### config.mk
export PLATFORM = sky130hd
export DESIGN_NAME = rau_div
export DESIGN_NICKNAME = d
export VERILOG_FILES = /design/src/rtl/rau_div.sv
export SDC_FILE = /design/constraint.sdc
export NUM_CORES = 1
export LEC_CHECK = 0
export BUFFER_PORTS_ARGS = -buffer_cell sky130_fd_sc_hd__buf_2
export CORE_ASPECT_RATIO = 1.75
export CORE_UTILIZATION = 60
export CTS_CLUSTER_SIZE = 30
export DETAILED_ROUTE_END_ITERATION = 12
export PLACE_DENSITY = 0.85
export SLEW_MARGIN = 20
export SYNTH_ARGS = -nofsm -noshare
export SYNTH_HDL_FRONTEND = slang
export SYNTH_SLANG_ARGS = --single-unit
### constraint.sdc
create_clock -name clock -period 5.7 [get_ports clock]
set_input_delay 0.285 -clock clock [delete_from_list [all_inputs] [get_ports clock]]
set_output_delay 0.285 -clock clock [all_outputs]
set_load 0.01 [all_outputs]
### src/rtl/rau_div.sv
`timescale 1ns / 1ps
// ----------------------------------------------------------------------------
// rau_div
// Restoring unsigned divider, one quotient bit per cycle.
// ----------------------------------------------------------------------------
module rau_div #(
   parameter int W = 33
) (
   input  logic         clock,
   input  logic         reset,
   input  logic         start,
   input  logic [W-1:0] dividend,
   input  logic [W-1:0] divisor,
   output logic         done,
   output logic [W-1:0] quotient
);
   localparam int CW = $clog2(W + 1);

   logic [W-1:0]  q_ff, q_in, d_ff, d_in;
   logic [W:0]    r_ff, r_in, trial;
   logic [CW-1:0] n_ff, n_in;
   logic          busy_ff, busy_in, done_ff, done_in;

   // shift in one dividend bit and try the subtract
   always_comb begin
      q_in = q_ff; d_in = d_ff; r_in = r_ff; n_in = n_ff;
      busy_in = busy_ff; done_in = 1'b0;
      trial = {r_ff[W-1:0], q_ff[W-1]};
      if (start) begin
         q_in = dividend; d_in = divisor; r_in = '0;
         n_in = CW'(W); busy_in = 1'b1;
      end else if (busy_ff) begin
         if (trial >= {1'b0, d_ff}) begin
            r_in = trial - {1'b0, d_ff}; q_in = {q_ff[W-2:0], 1'b1};
         end else begin
            r_in = trial; q_in = {q_ff[W-2:0], 1'b0};
         end
         n_in = n_ff - 1'b1;
         if (n_ff == CW'(1)) begin
            busy_in = 1'b0; done_in = 1'b1;
         end
      end
   end

   always_ff @(posedge clock) begin
      if (reset) begin
         busy_ff <= 1'b0; done_ff <= 1'b0;
      end else begin
         busy_ff <= busy_in; done_ff <= done_in;
      end
      q_ff <= q_in; d_ff <= d_in; r_ff <= r_in; n_ff <= n_in;
   end

   assign done     = done_ff;
   assign quotient = q_ff;
endmodule

==> impl_metrics.tcl <==
set metrics [dict create \
    wl_per_cell_um 17.6 \
    yosysTopAreaCellShare_pct 32.0 \
    fin_tns_setup_ps 0 \
    hold_depth 2 \
    syn_to_final_growth_pct 13.6 \
    fin_cells 840 \
    min-delay-path-class "in2reg" \
    detail-route-antenna-nets 0 \
    cts_buffers 9 \
    min_period_over_period_pct 56.2 \
    synth_area_per_cell_um2 9.92 \
    seq_area_frac_synth_pct 45.3 \
    period_needed_ps 3200 \
    comb_power_share_pct 22.2 \
    pwr-share-clk_pct 30.6 \
    rr_endpoint "r_ff[10]$_SDFFE_PP0P_" \
    cts_tree "done" \
    drive_above_1_share_pct 23.8 \
    post_cts_buffers 0 \
    port_buffers 102 \
    sw_frac_of_total_pct 29.5 \
    p_sw_uw 582 \
    drtIter0Drc 390 \
    place.gp.congestion 0.956 \
    skew_ps 5.17 \
    dp.cells 824 \
    timing.hold.ws_ps 105 \
    cts_resized 0 \
    gr-usage-all-layers_pct 28.8 \
    die-area_um2 10700 \
    ys_seq_elements 107 \
    synth_nets 729 \
    initial_core_util_pct 62.1 \
    slew_violations 0 \
    synth_edf_count 66 \
    p_per_area_nw_per_um2 280 \
    nNetsFinal 815 \
    async_flop_share_pct 0 \
    fp-row-count 48 \
    max_slew_margin_pct 44.5 \
    clk_pin_slew_ps 70 \
    r2r-start "d_ff[11]$_DFFE_PP_" \
    cap_violations 0 \
    clk_path_buf_depth 2 \
    overflow 0 \
    hold_viol 0 \
    die_h_um 136 \
    synth_cell_types 64 \
    viasPerCell 6.16 \
    r2r_setup_slack_ps 2500 \
    synth_area_leaders "edfxtp_1, dfxtp_1, ha_1" \
    nFillCells 802 \
    vias 5178 \
    arrival_ps 3450 \
    cp-end-kind "register" \
    n_antenna_cell 0 \
    grt_max_degree 58 \
    min_to "busy_ff$_SDFF_PP0_" \
    timing.fmax_mhz 312 \
    postSynthCellCount 624 \
    criticalPathCategory "reg2reg" \
    finalSetupViolCount 0 \
    route.detailed.drc 0 \
    intPower_uw 1390 \
    hpwl_mm 10.7 \
    hold_start "reset" \
    yosys_most_used_dff "edfxtp_1" \
    netlist_area_um2 6190 \
    io_pins 103 \
    reg2regPathDepth 10 \
    holdBufCountCts 0 \
    routed_wl_mm 14.8 \
    rsz0062_at_grt "no" \
    dr.pass1.iters 8 \
    dieWidth_um 78.8 \
    power.leakage_uw 0.00307 \
    yosys_warnings 0 \
    grt_pass1_wl_mm 24.0 \
    grt_pass1_vias 5374 \
    core_area_um2 9970 \
    grt_antenna_before_repair 0 \
    crit_path_max_fanout 34 \
    status "complete, no violations" \
    p_seq_share_pct 47.2 \
    clk_latency_ps 350 \
    h-tree-depth 3 \
    cp.required_ps 5940 \
    root_buffer "clkbuf_16" \
    yosysTopAreaCell "edfxtp_1" \
    cp-start-kind "register" \
    worst_pin_slew_ps 831 \
    cts.sinks 107 \
    ir_drop_mv 0.184 \
]
-- Yosys cell counts, types with 12 or more instances --
library cell / number
a21o_1: 21
a21oi_1: 31
a311oi_1: 18
clkbuf_1: 20
dfxtp_1: 41
edfxtp_1: 66
ha_1: 35
inv_1: 41
mux2_2: 33
nand2_1: 73
nand3_1: 25
nand4_1: 13
nor2_1: 46
nor3_1: 12
o21ai_0: 15
xnor2_1: 17
xor2_1: 12
-- routing by layer --
metal  vias to the layer above  global-route usage, %  share of wire [%]
met5                         -                      0                  0
met4                         0                   19.5                5.5
met3                        65                   5.44                5.8
met2                       232                   51.3                 52
met1                      2415                   30.1                 37
li1                       2466                      -                  -
-- stage by stage --
step                total power [uW]  utilization (%)  area (um^2)  setup WS (ps)
global placement                1360             67.6         6740           2490
floorplan                       1250                -         6190           2880
global route                    2050             70.6         7040           2310
finish                          1970             70.6         7040           2500
detailed placement              1380             67.6         6740           2330
CTS                             1970             70.5         7030           2300
-- critical path, cell delays in order (launching register included) --
cell and delay (ps):
edfxtp_1 320, inv_1 40, ha_1 390, a211oi_2 260, o21ai_1 110, or4_1 470
o21a_1 310, a21oi_4 260, o21a_4 450, nand2_1 130, a311oi_1 320
-- worst max path at each step --
stage / cells after the start / startpoint / slack, ps / to
global route: 10 / d_ff[19]$_DFFE_PP_ / 2310 / r_ff[29]$_SDFFE_PP0P_
finish: 10 / d_ff[11]$_DFFE_PP_ / 2500 / r_ff[10]$_SDFFE_PP0P_
global placement: 12 / quotient[32]$_DFFE_PP_ / 2490 / r_ff[29]$_SDFFE_PP0P_
floorplan: 12 / d_ff[11]$_DFFE_PP_ / 2880 / quotient[0]$_DFFE_PP_
CTS: 12 / quotient[32]$_DFFE_PP_ / 2300 / r_ff[10]$_SDFFE_PP0P_
detailed placement: 12 / quotient[32]$_DFFE_PP_ / 2330 / r_ff[10]$_SDFFE_PP0P_
-- layout by cell type (no fill, tap or decap), types with 5 or more instances in the layout --
master     instances
a21o_1            21
a21oi_1           31
a311oi_1          18
a31oi_1            6
buf_2            101
buf_4              5
clkbuf_16          9
dfxtp_1           41
edfxtp_1          66
ha_1              35
inv_1             40
mux2_2            33
nand2_1           73
nand2b_1           6
nand3_1           25
nand4_1           13
nor2_1            46
nor3_1            12
o21ai_0           15
o21bai_1           6
o31ai_1            5
xnor2_1           17
xor2_1            12
-- cell families (layout without fill, tap and decap cells) --
kind of cell / after synthesis / in the layout / synth area share [%]
adder cells (fa/ha/maj): 36 / 36 / 7.40
AND/OR/NAND/NOR: 201 / 201 / 15.1
multiplexers: 36 / 36 / 6.49
flip-flops: 107 / 107 / 45.3
XOR/XNOR: 29 / 29 / 4.10
AO/OA/AOI/OAI: 143 / 143 / 16.8
buffers and inverters: 72 / 163 / 4.87
-- layout make-up --
cell class	count	area [um^2]	share of cell area, %
tap	125	156	2.22
multi-input combinational	445	3100	44.0
inverter	41	154	2.19
timing repair buffer	106	543	7.72
sequential	107	2800	39.8
clock inverter	6	45.0	0.640
clock buffer	10	239	3.40
-- registers in the layout, indices dropped and copies added, names as in the netlist --
register  cells
d_ff         33
quotient     33
r_ff         33
n_ff          6
busy_ff       1
done          1
-- power by group through the flow --
stage / combinational, uW / clock, uW / sequential, uW
floorplan: 302 / 0 / 949
global placement: 413 / 0 / 944
detailed placement: 430 / 0 / 946
CTS: 432 / 609 / 931
global route: 481 / 634 / 938
finish: 438 / 602 / 931
(Power assumes the default switching activity.)
