===== src/rtl/rau_gcd.sv =====
`timescale 1ns / 1ps
// ----------------------------------------------------------------------------
// rau_gcd
// Binary GCD of two magnitudes, one shift or subtract step per cycle.
// ----------------------------------------------------------------------------
module rau_gcd #(
   parameter int W = 33
) (
   input  logic         clock,
   input  logic         reset,
   input  logic         start,
   input  logic [W-1:0] a,
   input  logic [W-1:0] b,
   output logic         done,
   output logic [W-1:0] gcd
);
   localparam int SW = $clog2(W + 1);

   logic [W-1:0]  a_ff, a_in, b_ff, b_in;
   logic [SW-1:0] k_ff, k_in;
   logic          busy_ff, busy_in, done_ff, done_in;

   // one binary-gcd step: strip common twos, strip lone twos, subtract
   always_comb begin
      a_in = a_ff; b_in = b_ff; k_in = k_ff;
      busy_in = busy_ff; done_in = 1'b0;
      if (start) begin
         a_in = a; b_in = b; k_in = '0; busy_in = 1'b1;
      end else if (busy_ff) begin
         if (a_ff == '0) begin
            a_in = b_ff; busy_in = 1'b0; done_in = 1'b1;
         end else if (b_ff == '0) begin
            busy_in = 1'b0; done_in = 1'b1;
         end else if (!a_ff[0] && !b_ff[0]) begin
            a_in = a_ff >> 1; b_in = b_ff >> 1; k_in = k_ff + 1'b1;
         end else if (!a_ff[0]) begin
            a_in = a_ff >> 1;
         end else if (!b_ff[0]) begin
            b_in = b_ff >> 1;
         end else if (a_ff >= b_ff) begin
            a_in = (a_ff - b_ff) >> 1;
         end else begin
            b_in = (b_ff - a_ff) >> 1;
         end
      end
   end

   always_ff @(posedge clock) begin
      if (reset) begin
         busy_ff <= 1'b0; done_ff <= 1'b0;
      end else begin
         busy_ff <= busy_in; done_ff <= done_in;
      end
      a_ff <= a_in; b_ff <= b_in; k_ff <= k_in;
   end

   assign done = done_ff;
   assign gcd  = a_ff << k_ff;
endmodule


===== config.mk =====
export PLATFORM = sky130hd
export DESIGN_NAME = rau_gcd
export DESIGN_NICKNAME = d
export VERILOG_FILES = /design/src/rtl/rau_gcd.sv
export SDC_FILE = /design/constraint.sdc
export NUM_CORES = 1
export LEC_CHECK = 0
export BUFFER_PORTS_ARGS = -buffer_cell sky130_fd_sc_hd__buf_2
export CAP_MARGIN = 20
export CELL_PAD_IN_SITES_DETAIL_PLACEMENT = 0
export CELL_PAD_IN_SITES_GLOBAL_PLACEMENT = 1
export CORE_MARGIN = 2
export CORE_UTILIZATION = 41
export DETAILED_ROUTE_END_ITERATION = 10
export PLACE_DENSITY = 0.76
export SKIP_LAST_GASP = 1
export SLEW_MARGIN = 20
export SYNTH_ARGS = -nofsm -noshare
export SYNTH_HDL_FRONTEND = slang
export SYNTH_SLANG_ARGS = --single-unit

===== constraint.sdc =====
create_clock -name clock -period 4.9 [get_ports clock]
set_input_delay 0.49 -clock clock [delete_from_list [all_inputs] [get_ports clock]]
set_output_delay 0.49 -clock clock [all_outputs]
set_load 0.03 [all_outputs]

==> impl_metrics.csv, run 1 <==
group,metric,value,unit
run_status,outcome,"finished, final reports clean",
synth,postSynthAreaPerCell,7.88,um2
pwr,power.density,427,nW/um2
synth,async_reset_ff_frac,0,
global_routing,grt_pass1_wl,57900,um
clocking,cts_tree,"done",
timing,worst_pin_slew,1.13,ns
floorplanning,core,23600,um2
worst_setup_path,worst-path-buf-inv,2,
route,firstDrtPassIters,6,
worst_setup_path,critPathKind,"register to register",
worst_hold_path,hold_class,"input port to register",
route,ant_nets,0,
worst_hold_path,holdPathStages,2,
worst_setup_path,start_kind,"register",
worst_setup_path,end_kind,"register",
clocking,cts-resized-gates,0,
route,routed_via_density,6.21,
route,wirelength,37700,um
worst_setup_path,worstPathArrival,4.25,ns
cells_and_area,fin_nets,1435,
route,drt_iter0_markers,1109,
timing,timing.hold.ws,0.332,ns
worst_setup_path,rr_endpoint,"a_ff[17]",
worst_setup_path,r2r_slack,0.68,ns
floorplanning,ioPinCount,103,
worst_hold_path,whs_endpoint,"busy_ff",
clocking,cts.sinks,74,
clocking,cts_setup_buffers,0,
worst_hold_path,min_from,"reset",
pwr,p_leak,4.54,nW
worst_setup_path,worstReg2RegStart,"a_ff[19]",
synth,seq_area_frac_synth,0.216,
route,post_drt_wl_per_cell,23.2,um
timing,clock.fmax,237,MHz
floorplanning,initial_core_util,0.419,
clocking,clk_pin_slew,0.07,ns
worst_setup_path,required,4.93,ns
worst_setup_path,ff2ff_path_depth,10,
clocking,cts_hold_buffers,0,
floorplanning,fp.dieW,159,um
floorplanning,die_h,159,um
clocking,clk_path_buf_depth,2,
placed_design,port_buffers,102,
synth,yosys_warnings,0,
placed_design,gp_congestion,1.03,
worst_setup_path,path_delay_family,"simple AND/OR/NAND/NOR gates",
global_routing,first_global_vias,9405,
global_routing,grt_start_max_net_pins,72,
timing,fin_skew,0.0108,ns
synth,syn_inst,1257,
timing,min_period,4.22,ns
worst_setup_path,cp_max_fo,18,
timing,setup_violations,0,
clocking,cts_root_buffer,"clkbuf_16",
worst_setup_path,crit_path_frequent_cell,"nand2_1",
synth,synth_seq_cells,74,
clocking,h-tree-depth,3,
global_routing,gr-usage-all-layers,0.291,
synth,synth_cell_type_count,80,
worst_setup_path,cpMaxStageDelayCell,"nor4_2",
route,drcViolationCount,0,
cells_and_area,drive_above_1_share,0.171,
clocking,insertion_delay,0.36,ns
timing,rsz0062_at_grt,"false",
placed_design,dp_hpwl,29500,um
global_routing,antenna_found_initial,0,
global_routing,gr-total-overflow,0,
timing,period_share,0.862,
timing,fin_tns_setup,0,ns
cells_and_area,antenna-diode-count,0,
floorplanning,die_area,25400,um2
worst_setup_path,cp_slowest_stage_delay,0.70,ns
synth,synth_nets,1395,
synth,dominantRegCellSynth,"edfxtp_1",
worst_setup_path,path_cells,"inv_1 -> ha_1 -> nand2_1 -> nor4_2 -> nand2_1 -> a21boi_1 -> a311oi_4 -> nor2_1 -> o21a_1 -> buf_4",
floorplanning,rows,56,
clocking,cts_buffers,9,
synth,syn_area,9900,um2
cells_and_area,area_delta_synth_final,9.66,%
pwr,peakVddDrop,0.175,mV
synth,synth-edff-count,66,
timing,max_slew_margin,0.238,
run,maxCapViolCount,0,
timing,hold_viol,0,
timing,drv_slew,0,
route,num_vias,10100,
-- worst register-to-register path, cell delays in order (launching register included) --
cell	delay (ns)
edfxtp_1	0.61
inv_1	0.09
ha_1	0.58
nand2_1	0.19
nor4_2	0.70
nand2_1	0.15
a21boi_1	0.28
a311oi_4	0.10
nor2_1	0.64
o21a_1	0.25
buf_4	0.29
-- registers in the layout, summed over array words and instances (netlist names) --
register / flops
k_ff: 6
a_ff: 33
done: 1
b_ff: 33
busy_ff: 1
-- worst max-delay path by stage --
stage          startpoint        to  slack [ns]  cells after the start
2_1_floorplan     a_ff[1]  b_ff[10]        0.65                      9
3_3_place_gp     a_ff[19]  a_ff[17]        0.85                     10
3_5_place_dp     a_ff[19]  a_ff[18]        0.79                     10
4_1_cts          a_ff[19]  a_ff[17]        0.77                     10
5_1_grt          a_ff[19]  a_ff[17]        0.44                     10
6_report         a_ff[19]  a_ff[17]        0.68                     10
-- final cells by class --
class / instances / area, um2
fill: 2442 / 12800
timing repair buffer: 120 / 661
clock buffer: 12 / 289
inverter: 106 / 398
multi-input combinational: 986 / 6930
tap: 319 / 399
sequential: 74 / 2140
clock inverter: 4 / 30.0
-- cells in the final DEF, fill, tap and decap left out, types with 8 or more instances in the layout --
cell	count
nand4_1	16
a221oi_2	13
o211ai_1	9
a22oi_1	20
inv_1	104
a211oi_1	18
ha_1	67
buf_4	18
nor3_1	10
edfxtp_1	66
mux2i_1	23
o21bai_1	11
and2_1	10
xnor2_1	42
o21ai_0	52
nand2b_1	8
nor2b_1	10
xor2_1	18
nand3_1	20
nor4_1	19
o21a_1	14
nand2_1	155
nor2_1	113
a21o_1	23
a21oi_1	124
a31oi_1	21
o221ai_1	30
a21oi_2	13
buf_2	101
clkbuf_16	11
mux4_2	21
-- routing by layer --
| layer | vias to the layer above | GRT usage | wire length, um |
|---|---|---|---|
| li1 | 4683 | - | - |
| met1 | 4853 | 0.411 | 16700 |
| met2 | 462 | 0.467 | 17100 |
| met3 | 72 | 0.0315 | 2660 |
| met4 | 0 | 0.0938 | 1170 |
| met5 | - | 0 | 0 |
-- cell families (layout without fill, tap and decap cells) --
group / count (synthesis) / in the layout / synth area share
AO/OA/AOI/OAI: 411 / 411 / 0.292
AND/OR/NAND/NOR: 396 / 396 / 0.186
buffers and inverters: 197 / 242 / 0.0854
flip-flops: 74 / 74 / 0.216
adder cells (fa/ha/maj): 69 / 69 / 0.0887
XOR/XNOR: 60 / 60 / 0.0531
multiplexers: 50 / 50 / 0.0779
-- synthesized netlist by cell type (all sizes together) (11+ instances only) --
master,count,share of area
ha,67,0.085
xnor2,42,0.037
a211oi,18,0.014
nand3,21,0.011
o21bai,11,0.0083
a221oi,15,0.021
a21oi,138,0.076
nor2,113,0.043
a22oi,24,0.020
nor4,22,0.016
o21ai,61,0.032
edfxtp,66,0.20
nor3,11,0.0067
buf,41,0.026
a31oi,21,0.013
mux2i,23,0.023
xor2,18,0.016
a21o,23,0.017
clkbuf,50,0.019
o21a,14,0.011
inv,106,0.040
o221ai,30,0.027
nand2,157,0.061
nand4,17,0.011
mux4,21,0.048
-- per-stage QoR --
stage	cells	utilization	area, um2	total power, mW	setup slack (ns)
2_1_floorplan	1257	-	9900	3.05	0.651
3_3_place_gp	1605	0.446	10500	3.85	0.848
3_5_place_dp	1605	0.446	10500	3.83	0.794
4_1_cts	1621	0.460	10900	4.58	0.772
5_1_grt	1621	0.460	10900	4.91	0.435
6_report	1621	0.460	10900	4.64	0.677
-- where the power goes --
part	switching, mW	internal [mW]
sequential	0.211	0.831
clock	0.318	0.421
combinational	1.83	1.03
No activity file was read; power rests on OpenSTA's default activity.
==> inputs of run 2 (changes only) <==
CORE_UTILIZATION = 46   (was 41)
GPL_ROUTABILITY_DRIVEN = 0   (was default)
PLACE_DENSITY = 0.81   (was 0.76)
clock period = 4.6 ns   (was 4.9 ns; I/O delays follow)
==> run 2 against run 1 <==
Effect of this change:
- critical path depth fell by 1
- global-route usage rose by 2.6 points
- cell count fell by 2.7%
- clock skew fell by 0.0027 ns
- hold slack got worse by 0.063 ns
- via count rose by 0.38%
- largest cell class unchanged
- first-iteration DRC count rose by 13%
==> impl_metrics.csv, run 2 (synthesized netlist as in run 1, its figures left out) <==
group,metric,value,unit
pwr,peakVddDrop,0.193,mV
run,maxCapViolCount,0,
global_routing,top_usage_layer,"met2",
cells_and_area,reg.largest.list,"a_ff x33, b_ff x33, k_ff x6",
timing,fin_skew,0.00814,ns
placed_design,port_buffers,102,
floorplanning,die_h,151,um
worst_hold_path,hold_class,"input port to register",
worst_setup_path,worstReg2RegStart,"b_ff[24]",
worst_hold_path,min_from,"reset",
route,firstDrtPassIters,6,
worst_setup_path,r2r_slack,0.44,ns
worst_setup_path,worstPathArrival,4.19,ns
cells_and_area,drive_above_1_share,0.170,
worst_setup_path,path_cells,"ha_1 -> nand2_1 -> nor4_2 -> nand2_1 -> a21boi_1 -> a311oi_4 -> nor2_1 -> o21a_1 -> buf_4",
clocking,clk_path_buf_depth,2,
cells_and_area,layout_common_cells,"nand2_1, a21oi_1, nor2_1, inv_1, buf_2",
global_routing,use_met2,0.493,
timing,hold_viol,0,
global_routing,met1_usage,0.441,
worst_setup_path,cp_slowest_stage_delay,0.68,ns
global_routing,gr-usage-all-layers,0.317,
timing,setup_violations,0,
placed_design,dp_hpwl,27700,um
timing,fin_tns_setup,0,ns
route,num_vias,10100,
floorplanning,core,21100,um2
global_routing,grt_start_max_net_pins,72,
route,ant_nets,0,
global_routing,first_global_vias,9288,
timing,worst_pin_slew,1.03,ns
timing,rsz0062_at_grt,"false",
worst_setup_path,crit_start,"b_ff[24]",
global_routing,gr-total-overflow,0,
worst_setup_path,end_kind,"register",
worst_hold_path,holdPathStages,2,
worst_setup_path,cpMaxStageDelayCell,"nor4_2",
clocking,cts_hold_buffers,0,
clocking,cts.sinks,74,
cells_and_area,antenna-diode-count,0,
route,wirelength,36200,um
timing,max_slew_margin,0.314,
clocking,insertion_delay,0.36,ns
route,drcViolationCount,0,
route,post_drt_wl_per_cell,23.0,um
clocking,cts_tree,"done",
timing,drv_slew,0,
cells_and_area,fin_util,0.510,
pwr,power.density,449,nW/um2
timing,clock.fmax,241,MHz
pwr,p_leak,4.53,nW
floorplanning,ioPinCount,103,
worst_setup_path,crit_path_frequent_cell,"nand2_1",
worst_setup_path,cp_max_fo,17,
floorplanning,initial_core_util,0.469,
worst_hold_path,whs_endpoint,"busy_ff",
worst_setup_path,start_kind,"register",
clocking,clk_pin_slew,0.07,ns
worst_setup_path,required,4.63,ns
clocking,cts_root_buffer,"clkbuf_16",
clocking,cts_setup_buffers,0,
clocking,cts_buffers,9,
route,drt_iter0_markers,1252,
timing,min_period,4.16,ns
floorplanning,fp.dieW,151,um
cells_and_area,area_delta_synth_final,8.68,%
clocking,cts-resized-gates,0,
global_routing,met3_usage,0.0542,
global_routing,antenna_found_initial,0,
cells_and_area,fin_nets,1436,
worst_setup_path,critPathKind,"register to register",
cells_and_area,fillers,2107,
run_status,outcome,"finished, final reports clean",
cells_and_area,design_area,10800,um2
clocking,h-tree-depth,3,
floorplanning,die_area,22700,um2
cells_and_area,final_common_cell,"nand2_1",
global_routing,grt_pass1_wl,54600,um
placed_design,post_dp_cell_area,10500,um2
route,routed_via_density,6.41,
worst_setup_path,rr_endpoint,"a_ff[15]",
floorplanning,rows,53,
timing,period_share,0.904,
worst_setup_path,ff2ff_path_depth,9,
-- run 2: cell count changes in the layout (fill, tap and decap cells not counted), sizes merged --
| cell | before | now |
|---|---|---|
| inv | 106 | 107 |
| buf | 120 | 121 |
| clkinvlp | 1 | 0 |
-- run 2: stage by stage --
stage | hold slack, ns | power, mW | instances | setup slack [ns]
3_3_place_gp | 0.505 | 4.03 | 1562 | 0.700
2_1_floorplan | 0.482 | 3.25 | 1257 | 0.351
3_5_place_dp | 0.520 | 4.02 | 1562 | 0.594
5_1_grt | 0.287 | 5.10 | 1578 | 0.311
6_report | 0.269 | 4.83 | 1578 | 0.444
4_1_cts | 0.266 | 4.75 | 1578 | 0.560
-- run 2: power breakdown --
part | switching (mW) | internal [mW] | total (mW)
Clock | 0.319 | 0.399 | 0.718
Combinational | 1.93 | 1.08 | 3.01
Sequential | 0.220 | 0.885 | 1.11
-- run 2: cell type report --
type                            count  area (um2)  share of cell area
Tap cell                          275         344              0.0320
Sequential cell                    74        2140               0.199
Clock inverter                      4        25.0             0.00233
Clock buffer                       12         258              0.0240
Inverter                          106         398              0.0370
Timing Repair Buffer              121         656              0.0609
Multi-Input combinational cell    986        6930               0.644
-- run 2: routing by layer --
metal	vias to the layer above	wire length, um
met4	0	1340
met5	-	0
met2	606	15900
met3	87	3700
li1	4684	-
met1	4731	15300
-- run 2: critical path, delay by kind of cell (launching register included) --
family	cells	cell delay [ns]
fa+ha+maj	1	0.62
flops	1	0.55
simple gates	4	1.69
buf+inv	1	0.32
compound gates	3	0.63
-- run 2: worst max-delay path by stage --
stage | to | slack (ns) | cells past startpoint
after floorplan | b_ff[10] | 0.35 | 9
after detailed placement | a_ff[16] | 0.59 | 9
after CTS | a_ff[17] | 0.56 | 9
after global routing | a_ff[18] | 0.31 | 9
final | a_ff[15] | 0.44 | 9
after global placement | a_ff[15] | 0.70 | 9
==> inputs of run 3 (changes only) <==
ABC_AREA = 1   (was default)
CORE_UTILIZATION = 42   (was 46)
PLACE_DENSITY = 0.8   (was 0.81)
==> run 3 against run 2 <==
Effect of this change:
- routed wire length increased by 15%
- die area increased by 18%
- maximum frequency increased by 14%
- clock skew decreased by 0.0015 ns
- sequential power decreased by 5%
- clock-buffer cell count increased by 1
- non-clock buffer count decreased by 10
- cell count increased by 43%
- final area increased by 8.4%
- critical path depth decreased by 4
- hold slack improved by 0.0024 ns
- critical endpoint is now gcd[32]
- largest cell class unchanged
==> impl_metrics.csv, run 3 <==
group,metric,value,unit
run_status,outcome,"finished, final reports clean",
clocking,cts_setup_buffers,0,
clocking,cts-resized-gates,0,
synth,yosys_warnings,0,
worst_setup_path,end_kind,"primary output",
global_routing,first_global_vias,11100,
clocking,cts.sinks,74,
placed_design,placedCellCount,2234,
synth,synth_top_area_frac,0.244,
floorplanning,core,25100,um2
timing,max_slew_margin,0.345,
route,firstDrtPassIters,6,
route,ant_nets,0,
timing,setup_violations,0,
timing,period_share,0.790,
synth,synth-edff-count,66,
synth,synth_seq_cells,74,
placed_design,port_buffers,102,
route,post_drt_wl_per_cell,18.6,um
cells_and_area,reg.largest.list,"a_ff x33, b_ff x33, k_ff x6",
cells_and_area,layout_common_cells,"nand2_1, inv_1, nor2_1, o21ai_0, buf_2",
synth,synth_top_area_cell,"nand2_1",
timing,clock.fmax,275,MHz
worst_setup_path,critPathKind,"register to primary output",
timing,min_period,3.63,ns
pwr,peakVddDrop,0.174,mV
floorplanning,rows,58,
synth,seq_area_frac_synth,0.200,
cells_and_area,drive_above_1_share,0.109,
clocking,cts_root_buffer,"clkbuf_16",
floorplanning,initial_core_util,0.427,
cells_and_area,antenna-diode-count,0,
clocking,cts_tree,"done",
synth,synth_nets,2006,
cells_and_area,fin_nets,2053,
floorplanning,die_area,26800,um2
clocking,clk_pin_slew,0.07,ns
clocking,h-tree-depth,3,
timing,worst_pin_slew,0.981,ns
synth,dominantRegCellSynth,"edfxtp_1",
global_routing,grt_start_max_net_pins,66,
synth,postSynthAreaPerCell,5.74,um2
worst_setup_path,required,4.14,ns
synth,synth_common_cells,"nand2_1, inv_1, nor2_1",
worst_setup_path,worstPathArrival,3.17,ns
synth,async_reset_ff_frac,0,
pwr,power.density,439,nW/um2
route,drt_iter0_markers,1279,
timing,rsz0062_at_grt,"false",
run,maxCapViolCount,0,
floorplanning,fp.dieW,164,um
global_routing,antenna_found_initial,0,
cells_and_area,area_delta_synth_final,8.70,%
worst_hold_path,hold_class,"input port to register",
clocking,clk_path_buf_depth,2,
cells_and_area,final_common_cell,"nand2_1",
cells_and_area,final_cells,2250,
clocking,cts_hold_buffers,0,
global_routing,gr-usage-all-layers,0.314,
floorplanning,ioPinCount,103,
synth,syn_area,10700,um2
timing,drv_slew,0,
global_routing,gr-total-overflow,0,
route,routed_via_density,5.29,
synth,synth.most_common_cell,"nand2_1",
timing,fin_tns_setup,0,ns
clocking,cts_buffers,9,
synth,syn_inst,1868,
route,num_vias,11900,
worst_setup_path,cp_max_fo,38,
pwr,p_leak,6.22,nW
worst_setup_path,start_kind,"register",
route,drcViolationCount,0,
timing,hold_viol,0,
timing,fin_skew,0.00664,ns
synth,synthTopCellsByArea,"nand2_1, edfxtp_1, inv_1, ha_1, o21ai_0",
synth,synth_cell_type_count,49,
clocking,insertion_delay,0.36,ns
route,wirelength,41800,um
placed_design,dp_hpwl,33200,um
floorplanning,die_h,164,um
global_routing,grt_pass1_wl,63300,um
==> run 3: worst max-delay path, stage by stage, from the launching register on <==
cell	delay (ns)
dfxtp_1	0.96
inv_1	0.74
o21ai_0	0.47
o21ai_0	0.19
o221ai_1	0.21
buf_2	0.23
==> run 3: worst paths after layout <==
| kind | startpoint | to | slack, ns | cells after the start |
|---|---|---|---|---|
| max reg2reg | a_ff[32] | a_ff[10] | 1.12 | 8 |
| min reg2reg | k_ff[4] | k_ff[4] | 0.48 | 2 |
| max | k_ff[2] | gcd[32] | 0.97 | 5 |
| min | reset | busy_ff | 0.27 | 2 |
==> run 3: final cells by class <==
type / instances / area (um2)
Clock buffer: 13 / 250
Inverter: 295 / 1110
Sequential cell: 74 / 2140
Fill cell: 2835 / 13400
Tap cell: 330 / 413
Timing Repair Buffer: 111 / 591
Clock inverter: 3 / 17.5
Multi-Input combinational cell: 1424 / 7140
==> run 3: cells by family after synthesis <==
| family | Yosys count | synth area share |
|---|---|---|
| buffers and inverters | 370 | 0.137 |
| AO/OA/AOI/OAI | 288 | 0.147 |
| XOR/XNOR | 35 | 0.0286 |
| adder cells (fa/ha/maj) | 69 | 0.0818 |
| multiplexers | 11 | 0.0103 |
| flip-flops | 74 | 0.200 |
| AND/OR/NAND/NOR | 1021 | 0.396 |
==> run 3: where the power goes <==
| part | leakage, nW | internal (mW) | switching (mW) |
|---|---|---|---|
| sequential | 0.723 | 0.894 | 0.151 |
| clock | 0.130 | 0.380 | 0.321 |
| combinational | 5.37 | 0.982 | 2.40 |
==> run 3: through the flow <==
stage | setup slack, ns | util | hold slack (ns) | power (mW) | cell area [um2]
after floorplan | 0.994 | - | 0.451 | 3.34 | 10700
after global placement | 1.06 | 0.454 | 0.467 | 4.36 | 11400
after detailed placement | 1.02 | 0.454 | 0.473 | 4.36 | 11400
after CTS | 0.630 | 0.465 | 0.264 | 5.06 | 11700
after global routing | 0.594 | 0.465 | 0.278 | 5.48 | 11700
final | 0.967 | 0.465 | 0.272 | 5.12 | 11700
==> run 3: layer usage <==
layer / GRT usage / part of all wire
met1: 0.413 / 0.44
met2: 0.529 / 0.46
met3: 0.0465 / 0.071
met4: 0.0997 / 0.031
met5: 0 / 0
